## config.mk

```make
export PLATFORM = sky130hd
export DESIGN_NAME = ascii_meter_response_parser_flat
export DESIGN_NICKNAME = d
export VERILOG_FILES = /design/src/sv/amrp_pkg.sv /design/src/sv/amrp_req_if.sv /design/src/sv/amrp_rsp_if.sv /design/src/sv/amrp_csr_if.sv /design/src/sv/ascii_meter_response_parser.sv /design/src/flat_wrapper.sv
export SDC_FILE = /design/constraint.sdc
export NUM_CORES = 1
export LEC_CHECK = 0
export ABC_AREA = 1
export BUFFER_PORTS_ARGS = -buffer_cell sky130_fd_sc_hd__buf_2
export CORE_MARGIN = 2
export CORE_UTILIZATION = 65
export DETAILED_ROUTE_END_ITERATION = 6
export PLACE_DENSITY = 0.81
export SETUP_SLACK_MARGIN = 0.02
export SLEW_MARGIN = 20
export SYNTH_ARGS = -nofsm -noshare
export SYNTH_HDL_FRONTEND = slang
export SYNTH_SLANG_ARGS = --single-unit
```

## constraint.sdc

```tcl
create_clock -name clock -period 9.5 [get_ports clock]
set_input_delay 1.9 -clock clock [delete_from_list [all_inputs] [get_ports clock]]
set_output_delay 1.9 -clock clock [all_outputs]
set_load 0.01 [all_outputs]
```

## src/sv/amrp_pkg.sv

```systemverilog
// ----------------------------------------------------------------------------
// amrp_pkg: shared definitions for the ASCII meter response parser
// Field widths, frame layout constants, status codes and small helpers.
// ----------------------------------------------------------------------------
`default_nettype none

package amrp_pkg;

   // Default values for the top-level parameters
   localparam int DATA_CHARS_DEF      = 8;
   localparam int FRACTION_DIGITS_DEF = 4;

   // Field and state widths
   localparam int BYTE_W    = 8;
   localparam int STATUS_W  = 3;
   localparam int MEASURE_W = 40;
   localparam int ACC_W     = 27;
   localparam int DEC_W     = 3;
   localparam int POW_W     = 20;   // holds 10^6, the largest fill-in scale
   localparam int PROD_W    = ACC_W + POW_W;

   // Frame ids and layout
   localparam logic [BYTE_W-1:0] ID_ANSWER       = 8'd37;
   localparam logic [BYTE_W-1:0] ID_ERROR        = 8'd38;
   localparam logic [BYTE_W-1:0] CODE_OFFSET     = 8'd32;
   localparam logic [BYTE_W-1:0] MIN_LEN         = 8'd10;
   localparam logic [BYTE_W-1:0] ANSWER_LEN      = 8'd18;
   localparam logic [BYTE_W-1:0] ID_POS          = 8'd1;
   localparam logic [BYTE_W-1:0] REG_POS         = 8'd5;
   localparam logic [BYTE_W-1:0] SHORT_CHECK_POS = 8'd6;
   localparam logic [BYTE_W-1:0] LONG_CHECK_POS  = 8'd16;
   localparam logic [BYTE_W-1:0] DATA_POS        = 8'd8;
   localparam logic [BYTE_W-1:0] COUNT_MAX       = 8'd255;

   // ASCII characters seen in the data field
   localparam logic [BYTE_W-1:0] CH_PLUS  = 8'h2B;
   localparam logic [BYTE_W-1:0] CH_MINUS = 8'h2D;
   localparam logic [BYTE_W-1:0] CH_DOT   = 8'h2E;
   localparam logic [BYTE_W-1:0] CH_ZERO  = 8'h30;
   localparam logic [BYTE_W-1:0] CH_NINE  = 8'h39;

   localparam logic [MEASURE_W-1:0] MEASURE_MAX = {MEASURE_W{1'b1}};

   // Per-frame status
   typedef enum logic [STATUS_W-1:0] {
      ST_OK           = 3'd0,
      ST_BAD_LEN      = 3'd1,
      ST_ERROR_FRAME  = 3'd2,
      ST_ERROR_CHECK  = 3'd3,
      ST_ANSWER_CHECK = 3'd4,
      ST_OTHER_ID     = 3'd5
   } status_type;

   // Expected check byte for a running XOR
   function automatic logic [BYTE_W-1:0] check_of(input logic [BYTE_W-1:0] x);
      return (x < CODE_OFFSET) ? ~x : x;
   endfunction

   // Power of ten used to fill in missing fraction digits
   function automatic logic [POW_W-1:0] pow10(input logic [DEC_W-1:0] k);
      logic [POW_W-1:0] p;
      case (k)
         3'd0: p = 20'd1;
         3'd1: p = 20'd10;
         3'd2: p = 20'd100;
         3'd3: p = 20'd1000;
         3'd4: p = 20'd10000;
         3'd5: p = 20'd100000;
         3'd6: p = 20'd1000000;
         default: p = 20'd1;
      endcase
      return p;
   endfunction

endpackage

`default_nettype wire

```

## src/sv/amrp_req_if.sv

```systemverilog
// ----------------------------------------------------------------------------
// amrp_req_if: received byte channel
// One frame byte per item, with the end-of-frame mark.
// ----------------------------------------------------------------------------
`default_nettype none

interface amrp_req_if
   import amrp_pkg::*;
   ();
   logic              valid;
   logic              ready;
   logic [BYTE_W-1:0] rx_byte;
   logic              frame_end;

   modport source (output valid, output rx_byte, output frame_end, input ready);
   modport sink   (input valid, input rx_byte, input frame_end, output ready);
endinterface

`default_nettype wire

```

## src/sv/amrp_rsp_if.sv

```systemverilog
// ----------------------------------------------------------------------------
// amrp_rsp_if: frame status channel
// One item per frame: status and the kept register, measure and answer flag.
// ----------------------------------------------------------------------------
`default_nettype none

interface amrp_rsp_if
   import amrp_pkg::*;
   ();
   logic                 valid;
   logic                 ready;
   logic [STATUS_W-1:0]  status;
   logic [BYTE_W-1:0]    register_word;
   logic [MEASURE_W-1:0] measure;
   logic                 answer_received;

   modport source (output valid, output status, output register_word,
                   output measure, output answer_received, input ready);
   modport sink   (input valid, input status, input register_word,
                   input measure, input answer_received, output ready);
endinterface

`default_nettype wire

```

## src/sv/amrp_csr_if.sv

```systemverilog
// ----------------------------------------------------------------------------
// amrp_csr_if: configuration write channel
// Carries the display register number.
// ----------------------------------------------------------------------------
`default_nettype none

interface amrp_csr_if
   import amrp_pkg::*;
   ();
   logic              valid;
   logic              ready;
   logic [BYTE_W-1:0] display_register;

   modport source (output valid, output display_register, input ready);
   modport sink   (input valid, input display_register, output ready);
endinterface

`default_nettype wire

```

## src/sv/ascii_meter_response_parser.sv

```systemverilog
// ----------------------------------------------------------------------------
// ascii_meter_response_parser: meter response frame checker and decoder
// Checks length, id and check byte of each frame, keeps the register number
// and converts the display register's ASCII data into a fixed-point value.
// ----------------------------------------------------------------------------
// Usage:
//  req_ch  : one frame byte per item, starting at STX; frame_end marks the
//            last byte. Taken at a clock edge with valid and ready high.
//  rsp_ch  : one item per frame: status, register_word, measure and
//            answer_received, shown after the frame's last byte.
//  csr_ch  : display_register write; always ready, write only while idle.
// Throughput: one byte per cycle while no frame end is held back by a
//  pending result. Every byte goes through one input register, then the
//  per-byte XOR, compares and multiply-by-ten accumulate update the frame
//  state from that register.
// Result: registered as the frame end leaves the input register.
//  The measure scaling multiply reads the frame state directly and lands in
//  the kept-value registers together with the result.
// Stall: while a result waits, bytes of the next frame keep flowing; only
//  a further frame end waits in the input register, and req_ch.ready drops
//  until the pending result is taken.
// Reset: clears the frame state, kept values, display register and valids.
// ----------------------------------------------------------------------------
`default_nettype none

module ascii_meter_response_parser
   import amrp_pkg::*;
#(
   parameter int DATA_CHARS      = DATA_CHARS_DEF,
   parameter int FRACTION_DIGITS = FRACTION_DIGITS_DEF
) (
   input  wire        clock,
   input  wire        reset,
   amrp_req_if.sink   req_ch,
   amrp_rsp_if.source rsp_ch,
   amrp_csr_if.sink   csr_ch
);

   localparam logic [BYTE_W-1:0] DATA_END = BYTE_W'(int'(DATA_POS) + DATA_CHARS);
   localparam logic [DEC_W-1:0]  FRAC     = DEC_W'(FRACTION_DIGITS);

   // Input register
   logic              stage_valid_ff;
   logic [BYTE_W-1:0] stage_byte_ff;
   logic              stage_end_ff;
   logic              advance;

   // Configuration
   logic [BYTE_W-1:0] display_register_ff;

   // Per-frame state
   logic [BYTE_W-1:0] byte_count_ff,    byte_count_in;
   logic [BYTE_W-1:0] running_xor_ff,   running_xor_in;
   logic [BYTE_W-1:0] frame_id_ff,      frame_id_in;
   logic [BYTE_W-1:0] register_byte_ff, register_byte_in;
   logic              short_ok_ff,      short_ok_in;
   logic              long_ok_ff,       long_ok_in;
   logic [ACC_W-1:0]  acc_ff,           acc_in;
   logic [DEC_W-1:0]  dec_ff,           dec_in;
   logic              dot_ff,           dot_in;
   logic              stopped_ff,       stopped_in;

   // Kept values and result register
   logic [BYTE_W-1:0]    last_register_ff, last_register_in;
   logic [MEASURE_W-1:0] last_measure_ff,  last_measure_in;
   logic                 answer_flag_ff,   answer_flag_in;
   status_type           status_ff,        status_in;
   logic                 rsp_valid_ff;

   // Helpers
   logic [BYTE_W-1:0]  pos;
   logic               in_window;
   logic               is_digit;
   logic               is_sign;
   logic [3:0]         digit_byte;
   logic [ACC_W-1:0]   acc_x10;
   logic [DEC_W-1:0]   scale;
   logic [PROD_W-1:0]  product;
   logic [MEASURE_W-1:0] scaled;
   logic [BYTE_W-1:0]  register_new;

   // Handshakes: a frame end waits only while a result is still pending
   assign advance      = stage_valid_ff && (!stage_end_ff || !rsp_valid_ff || rsp_ch.ready);
   assign req_ch.ready = !stage_valid_ff || advance;
   assign csr_ch.ready = 1'b1;

   always_ff @(posedge clock) begin
      if (reset) begin
         stage_valid_ff <= 1'b0;
      end else if (req_ch.ready) begin
         stage_valid_ff <= req_ch.valid;
      end
   end

   always_ff @(posedge clock) begin
      if (req_ch.ready && req_ch.valid) begin
         stage_byte_ff <= req_ch.rx_byte;
         stage_end_ff  <= req_ch.frame_end;
      end
   end

   // Display register write
   always_ff @(posedge clock) begin
      if (reset) begin
         display_register_ff <= '0;
      end else if (csr_ch.valid) begin
         display_register_ff <= csr_ch.display_register;
      end
   end

   // Per-byte frame update
   assign pos        = byte_count_ff;
   assign in_window  = (pos >= DATA_POS) && (pos < DATA_END);
   assign is_digit   = (stage_byte_ff >= CH_ZERO) && (stage_byte_ff <= CH_NINE);
   assign is_sign    = (pos == DATA_POS) &&
                       ((stage_byte_ff == CH_PLUS) || (stage_byte_ff == CH_MINUS));
   assign digit_byte = stage_byte_ff[3:0];   // low nibble of an ASCII digit
   assign acc_x10    = {acc_ff[ACC_W-4:0], 3'b000} + {acc_ff[ACC_W-2:0], 1'b0};

   always_comb begin
      frame_id_in      = frame_id_ff;
      register_byte_in = register_byte_ff;
      short_ok_in      = short_ok_ff;
      long_ok_in       = long_ok_ff;
      running_xor_in   = running_xor_ff;
      acc_in           = acc_ff;
      dec_in           = dec_ff;
      dot_in           = dot_ff;
      stopped_in       = stopped_ff;
      byte_count_in    = (byte_count_ff == COUNT_MAX) ? COUNT_MAX : byte_count_ff + 8'd1;

      if (pos == ID_POS) begin
         frame_id_in = stage_byte_ff;
      end
      if (pos == REG_POS) begin
         register_byte_in = stage_byte_ff;
      end
      if (pos == SHORT_CHECK_POS) begin
         short_ok_in = (check_of(running_xor_ff) == stage_byte_ff);
      end
      if (pos == LONG_CHECK_POS) begin
         long_ok_in = (check_of(running_xor_ff) == stage_byte_ff);
      end
      if (pos < LONG_CHECK_POS) begin
         running_xor_in = running_xor_ff ^ stage_byte_ff;
      end

      // ASCII conversion; digits past the kept fraction are dropped (truncation)
      if (in_window && !stopped_ff && !is_sign) begin
         if (is_digit) begin
            if (!(dot_ff && (dec_ff >= FRAC))) begin
               acc_in = acc_x10 + ACC_W'(digit_byte);
            end
            if (dot_ff) begin
               dec_in = dec_ff + 3'd1;
            end
         end else if ((stage_byte_ff == CH_DOT) && !dot_ff) begin
            dot_in = 1'b1;
         end else begin
            stopped_in = 1'b1;
         end
      end
   end

   // Measure scaling: fill missing fraction digits, saturate at 40 bits
   assign scale   = (dec_ff < FRAC) ? (FRAC - dec_ff) : '0;
   assign product = PROD_W'(acc_ff) * PROD_W'(pow10(scale));
   assign scaled  = (product[PROD_W-1:MEASURE_W] != '0) ? MEASURE_MAX
                                                         : product[MEASURE_W-1:0];
   assign register_new = register_byte_in - CODE_OFFSET;

   // Frame status and kept values
   always_comb begin
      last_register_in = last_register_ff;
      last_measure_in  = last_measure_ff;
      answer_flag_in   = answer_flag_ff;
      status_in        = ST_OK;
      if (byte_count_in < MIN_LEN) begin
         status_in = ST_BAD_LEN;
      end else if (frame_id_in == ID_ERROR) begin
         status_in = short_ok_in ? ST_ERROR_FRAME : ST_ERROR_CHECK;
      end else if (frame_id_in == ID_ANSWER) begin
         if (byte_count_in < ANSWER_LEN) begin
            status_in = ST_BAD_LEN;
         end else if (!long_ok_in) begin
            status_in = ST_ANSWER_CHECK;
         end else begin
            status_in        = ST_OK;
            last_register_in = register_new;
            answer_flag_in   = 1'b1;
            if (register_new == display_register_ff) begin
               last_measure_in = scaled;
            end
         end
      end else begin
         status_in = ST_OTHER_ID;
      end
   end

   // Frame state registers: cleared after each frame end
   always_ff @(posedge clock) begin
      if (reset || (advance && stage_end_ff)) begin
         byte_count_ff    <= '0;
         running_xor_ff   <= '0;
         frame_id_ff      <= '0;
         register_byte_ff <= '0;
         short_ok_ff      <= 1'b0;
         long_ok_ff       <= 1'b0;
         acc_ff           <= '0;
         dec_ff           <= '0;
         dot_ff           <= 1'b0;
         stopped_ff       <= 1'b0;
      end else if (advance) begin
         byte_count_ff    <= byte_count_in;
         running_xor_ff   <= running_xor_in;
         frame_id_ff      <= frame_id_in;
         register_byte_ff <= register_byte_in;
         short_ok_ff      <= short_ok_in;
         long_ok_ff       <= long_ok_in;
         acc_ff           <= acc_in;
         dec_ff           <= dec_in;
         dot_ff           <= dot_in;
         stopped_ff       <= stopped_in;
      end
   end

   // Result register and kept values
   always_ff @(posedge clock) begin
      if (reset) begin
         rsp_valid_ff     <= 1'b0;
         status_ff        <= ST_OK;
         last_register_ff <= '0;
         last_measure_ff  <= '0;
         answer_flag_ff   <= 1'b0;
      end else if (advance && stage_end_ff) begin
         rsp_valid_ff     <= 1'b1;
         status_ff        <= status_in;
         last_register_ff <= last_register_in;
         last_measure_ff  <= last_measure_in;
         answer_flag_ff   <= answer_flag_in;
      end else if (rsp_ch.ready) begin
         rsp_valid_ff     <= 1'b0;
      end
   end

   assign rsp_ch.valid           = rsp_valid_ff;
   assign rsp_ch.status          = status_ff;
   assign rsp_ch.register_word   = last_register_ff;
   assign rsp_ch.measure         = last_measure_ff;
   assign rsp_ch.answer_received = answer_flag_ff;

   // Assertions
   a_ready_low_only_on_blocked_end: assert property (@(posedge clock) disable iff (reset)
      !req_ch.ready |-> (stage_valid_ff && stage_end_ff && rsp_valid_ff && !rsp_ch.ready))
      else $error("input stalled without a pending frame end");

   a_answer_flag_sticky: assert property (@(posedge clock) disable iff (reset)
      answer_flag_ff |=> answer_flag_ff)
      else $error("answer flag dropped");

   a_ok_sets_answer: assert property (@(posedge clock) disable iff (reset)
      (rsp_valid_ff && (status_ff == ST_OK)) |-> answer_flag_ff)
      else $error("ok status without answer flag");

   a_frame_cleared: assert property (@(posedge clock) disable iff (reset)
      (advance && stage_end_ff) |=> ((byte_count_ff == '0) && (acc_ff == '0)))
      else $error("frame state not cleared after frame end");

endmodule

`default_nettype wire

```

## src/flat_wrapper.sv

```systemverilog
// flat-port wrapper written by rule: the top's interface ports become plain ports
module ascii_meter_response_parser_flat import amrp_pkg::*;
#(
   parameter int DATA_CHARS      = DATA_CHARS_DEF,
   parameter int FRACTION_DIGITS = FRACTION_DIGITS_DEF
)
  (clock, reset, req_ch_valid, req_ch_rx_byte, req_ch_frame_end, req_ch_ready, rsp_ch_valid, rsp_ch_status, rsp_ch_register_word, rsp_ch_measure, rsp_ch_answer_received, rsp_ch_ready, csr_ch_valid, csr_ch_display_register, csr_ch_ready);
  amrp_req_if req_ch_i ();
  amrp_rsp_if rsp_ch_i ();
  amrp_csr_if csr_ch_i ();
  input  wire clock;
  input  wire reset;
  input wire logic [$bits(req_ch_i.valid)-1:0] req_ch_valid;
  input wire logic [$bits(req_ch_i.rx_byte)-1:0] req_ch_rx_byte;
  input wire logic [$bits(req_ch_i.frame_end)-1:0] req_ch_frame_end;
  output wire logic [$bits(req_ch_i.ready)-1:0] req_ch_ready;
  output wire logic [$bits(rsp_ch_i.valid)-1:0] rsp_ch_valid;
  output wire logic [$bits(rsp_ch_i.status)-1:0] rsp_ch_status;
  output wire logic [$bits(rsp_ch_i.register_word)-1:0] rsp_ch_register_word;
  output wire logic [$bits(rsp_ch_i.measure)-1:0] rsp_ch_measure;
  output wire logic [$bits(rsp_ch_i.answer_received)-1:0] rsp_ch_answer_received;
  input wire logic [$bits(rsp_ch_i.ready)-1:0] rsp_ch_ready;
  input wire logic [$bits(csr_ch_i.valid)-1:0] csr_ch_valid;
  input wire logic [$bits(csr_ch_i.display_register)-1:0] csr_ch_display_register;
  output wire logic [$bits(csr_ch_i.ready)-1:0] csr_ch_ready;
  assign req_ch_i.valid = req_ch_valid;
  assign req_ch_i.rx_byte = req_ch_rx_byte;
  assign req_ch_i.frame_end = req_ch_frame_end;
  assign req_ch_ready = req_ch_i.ready;
  assign rsp_ch_valid = rsp_ch_i.valid;
  assign rsp_ch_status = rsp_ch_i.status;
  assign rsp_ch_register_word = rsp_ch_i.register_word;
  assign rsp_ch_measure = rsp_ch_i.measure;
  assign rsp_ch_answer_received = rsp_ch_i.answer_received;
  assign rsp_ch_i.ready = rsp_ch_ready;
  assign csr_ch_i.valid = csr_ch_valid;
  assign csr_ch_i.display_register = csr_ch_display_register;
  assign csr_ch_ready = csr_ch_i.ready;
  ascii_meter_response_parser #(.DATA_CHARS(DATA_CHARS), .FRACTION_DIGITS(FRACTION_DIGITS)) u_core (.clock(clock), .reset(reset), .req_ch(req_ch_i), .rsp_ch(rsp_ch_i), .csr_ch(csr_ch_i));
endmodule
```

==> impl_results.md <==
- Vias in the first global route: 22.75k
- DRC violations left: 0
- Post-synth top cells: inv_1 (905), nand2_1 (760), fa_1 (394)
- Ports: 77
- Synthesized Nets: 4107
- Setup TNS: 0 ns
- Mapped cell area: 25080 um^2
- Ys flop type: dfxtp_1
- DR WL/cell: 18.85 um
- Clk_lat worst skew: 0.46 ns
- Synth Instances: 3454
- Crit path capture type: flop
- Final std cells w/o fill: 4021
- CTS tree: done
- Power Density: 53.78 nW/um^2
- LEAKAGE: 15.37 nW
- Skew final: 0.01673 ns
- Antenna-violating nets left: 0
- Final wirelength: 75780 um
- Critical Path AT: 9.18 ns
- Synth area leader: fa_1
- Vias per cell: 5.525
- Net Sw Frac: between 20% and 30%
- Clock tree sinks: 137
- Reg clk slew, reported paths: 0.07 ns
- Sequential power share: a little over two fifths
- Largest buffer count on any clock path: 2
- Share of cells above drive strength 1: about 5.7%
- Met3 routed WL: 7748 um
- Die Y: between 200 and 250 um
- Register Area: 2833 um^2
- Post-synthesis sequential area ratio: between 10% and 20%
- Critical R2R Capture: u_core.rsp_ch.measure[10]
- Largest family of logic cells by synthesized area: adder cells
- Cells after DPL: roughly 4k
- EDFF count, synth: 9
- Post-synthesis compound-gate area fraction: 6.735%
- Max Clock Freq: 112.8 MHz
- Slowest cell on crit path: fa_1
- Max_cap viols: 0
- Count leader, synth: inv_1
- RSZ-0062 raised after global routing: false
- Synth top area share: 31.45%
- Period utilisation layout: 93.30%
- Vias: about 22k
- DPL Wire Length: about 62000 um
- Count of input and output buffers: 75
- Setup violation total in the final timing report: 0
- Drt pass-1 iters: 6
- Yosys cell types: 46
- H-tree Lvls: 4
- Crit path top cell by count: inv_1
- Initial core utilization: 66.27%
- Pint: between 0.001 and 0.0015 W
- Initial antenna violation count: 0
- Setup crit start kind: flop
- Top post-synthesis cells by area: fa_1 (31%), inv_1 (14%), ha_1 (12%)
- Multi-input gate area: roughly 18000 um^2
- Area grow syn2layout: 6.011%
- Largest net degree at the start of global routing: 78
- XOR/XNOR share of the synthesized area: 2.095%
- Hold Violations, Final: 0
- Gp weighted congestion: roughly 1.1
- First-pass GRT wire length: 123200 um
- Worst slew pin tran: 1.012 ns
- Run status: complete, no violations
- M1 WL: 30640 um
- R2R Path Start: u_core.dec_ff[0]
- Max_slew headroom: between 30% and 40%
- Initial drt markers: 2139
- Fill cells: approximately 3.3k
- Gr usage total: between 30% and 40%
- Simple-Gate Fraction of Synth Area: 21.27%
- Antenna cells: 0
- Syn_area_per_cell: 7.261 um^2
- Hold_buf cts: 0
- Maximum fanout along the worst path: 40
- Layout Nets: 4150
- Root buf cell: clkbuf_16
- CP endpoint: u_core.rsp_ch.measure[10]
- Multiplexer share of the synthesized area: 0%
- CP startpoint: u_core.dec_ff[0]
- CP Class: flop to flop
- Max Slew Vio Count: 0
- Setup Fix Bufs, Post-CTS: 0
- CTS Buf Count: 17
- Synthesized flop and latch total: 137
- Quantity of gates resized following cts: 0
- Reg2Reg Depth: 35
- Ys async rst share: 0%
- Core Area: between 30000 and 40000 um^2
- Total die area: 40170 um^2
- Adder-Cell Fraction of Synth Area: about 43%
- Min-Delay Path Class: flop to flop
- Sw Pwr: 0.0004204 W
- Reg2Reg Setup Slack: 0.64 ns
- Final Critical Period: 8.863 ns
- Die X: 200.4 um
- Ys Warns: 0
- Total gr overflow: 0
- DR WL met2: 33940 um
- Clock power share: 49.0%
- Worst ir drop on vdd: ~0.00014 V
- Critical Path RT: 9.82 ns
- Row count: a little over 70
- Gate power share: 8.5%
- Crit path largest cell delay: 0.61 ns
- Top routing layer used: met4
-- through the flow --
stage	hold WS (ns)	worst slack, ns	util [%]	instance area [um^2]	total power [W]
2_1_floorplan	0.4421	1.747	-	25080	0.0007042
6_report	0.4582	0.6370	70.26	26590	0.001430
5_1_grt	0.4802	0.1334	70.26	26590	0.001471
4_1_cts	0.4607	0.6056	70.23	26580	0.001432
3_3_place_gp	0.4352	0.8399	68.64	25980	0.0007310
3_5_place_dp	0.4486	0.6636	68.64	25980	0.0007368
-- worst max-delay path, delay by kind of cell (launching register included) --
kind            cells  cell delay [ns]
fa+ha+maj          10             4.43
simple gates       14             2.13
buf+inv            10             1.58
flops               1             0.41
compound gates      1             0.14
-- layout by cell type (no fill, tap or decap), drive strengths merged, types with 2 or more instances in the layout --
cell type and instances:
clkinvlp 2, dfxtp 128, a31oi 8, a211oi 5
clkinv 14, nand3 104, a21o 6, buf 111
o21a 8, and3 2, o21ai 98, nor3b 5
a21boi 3, nor2 381, nand2 765, edfxtp 9
a221oi 3, inv 916, or2 5, ha 237
a21oi 149, o211ai 15, nor4 4, o21bai 11
nand3b 5, xnor2 18, nor3 21, and2 4
clkbuf 17, fa 394, nand4 16, xor2 42
-- logic make-up after synthesis --
group	Yosys count
buf+inv	1005
flops	137
other cells	1
compound gates	308
fa+ha+maj	631
simple gates	1312
xor+xnor	60
-- power groups by stage --
| stage | clock network [W] | logic, W | registers [W] |
|---|---|---|---|
| after global routing | 0.000727 | 0.000135 | 0.000610 |
| after detailed placement | 0 | 0.000116 | 0.000621 |
| after global placement | 0 | 0.000111 | 0.000620 |
| final | 0.000700 | 0.000121 | 0.000608 |
| after CTS | 0.000706 | 0.000118 | 0.000608 |
| after floorplan | 0 | 0.0000880 | 0.000616 |
-- sequential cells by signal, summed over array words and instances, names as in the netlist --
| signal | flops |
|---|---|
| u_core.display_register_ff | 8 |
| u_core.register_byte_ff | 8 |
| u_core.stage_byte_ff | 8 |
| u_core.stopped_ff | 1 |
| u_core.running_xor_ff | 8 |
| u_core.rsp_ch.measure | 40 |
| u_core.long_ok_ff | 1 |
| u_core.stage_valid_ff | 1 |
| u_core.dec_ff | 3 |
| u_core.byte_count_ff | 8 |
| u_core.dot_ff | 1 |
| u_core.frame_id_ff | 8 |
| u_core.rsp_ch.register_word | 8 |
| u_core.rsp_ch.status | 3 |
| u_core.stage_end_ff | 1 |
| u_core.short_ok_ff | 1 |
| u_core.rsp_ch.valid | 1 |
| u_core.rsp_ch.answer_received | 1 |
| u_core.acc_ff | 27 |
-- worst min path at each step --
stage,from,slack [ns],depth (start not counted),end
after floorplan,u_core.stopped_ff,0.44,1,u_core.stopped_ff
after global placement,u_core.rsp_ch.register_word[0],0.44,2,u_core.rsp_ch.register_word[0]
after detailed placement,u_core.rsp_ch.register_word[3],0.45,2,u_core.rsp_ch.register_word[3]
after CTS,u_core.rsp_ch.register_word[0],0.46,2,u_core.rsp_ch.register_word[0]
after global routing,u_core.rsp_ch.register_word[0],0.48,2,u_core.rsp_ch.register_word[0]
final,u_core.rsp_ch.register_word[0],0.46,2,u_core.rsp_ch.register_word[0]
-- cell type report --
| class | instances | share of cell area, % |
|---|---|---|
| Sequential cell | 137 | 10.65 |
| Inverter | 918 | 12.99 |
| Timing Repair Buffer | 111 | 2.428 |
| Tap cell | 511 | 2.405 |
| Clock inverter | 15 | 0.6588 |
| Multi-Input combinational cell | 2312 | 69.27 |
| Clock buffer | 17 | 1.600 |
-- metal layers --
metal / track usage (%) / vias up
met5: 0 / -
met4: 16.35 / 0
met3: 7.873 / 209
met2: 62.82 / 1133
met1: 52.92 / 10580
li1: - / 10300
Power figures use the tool's default switching activity.
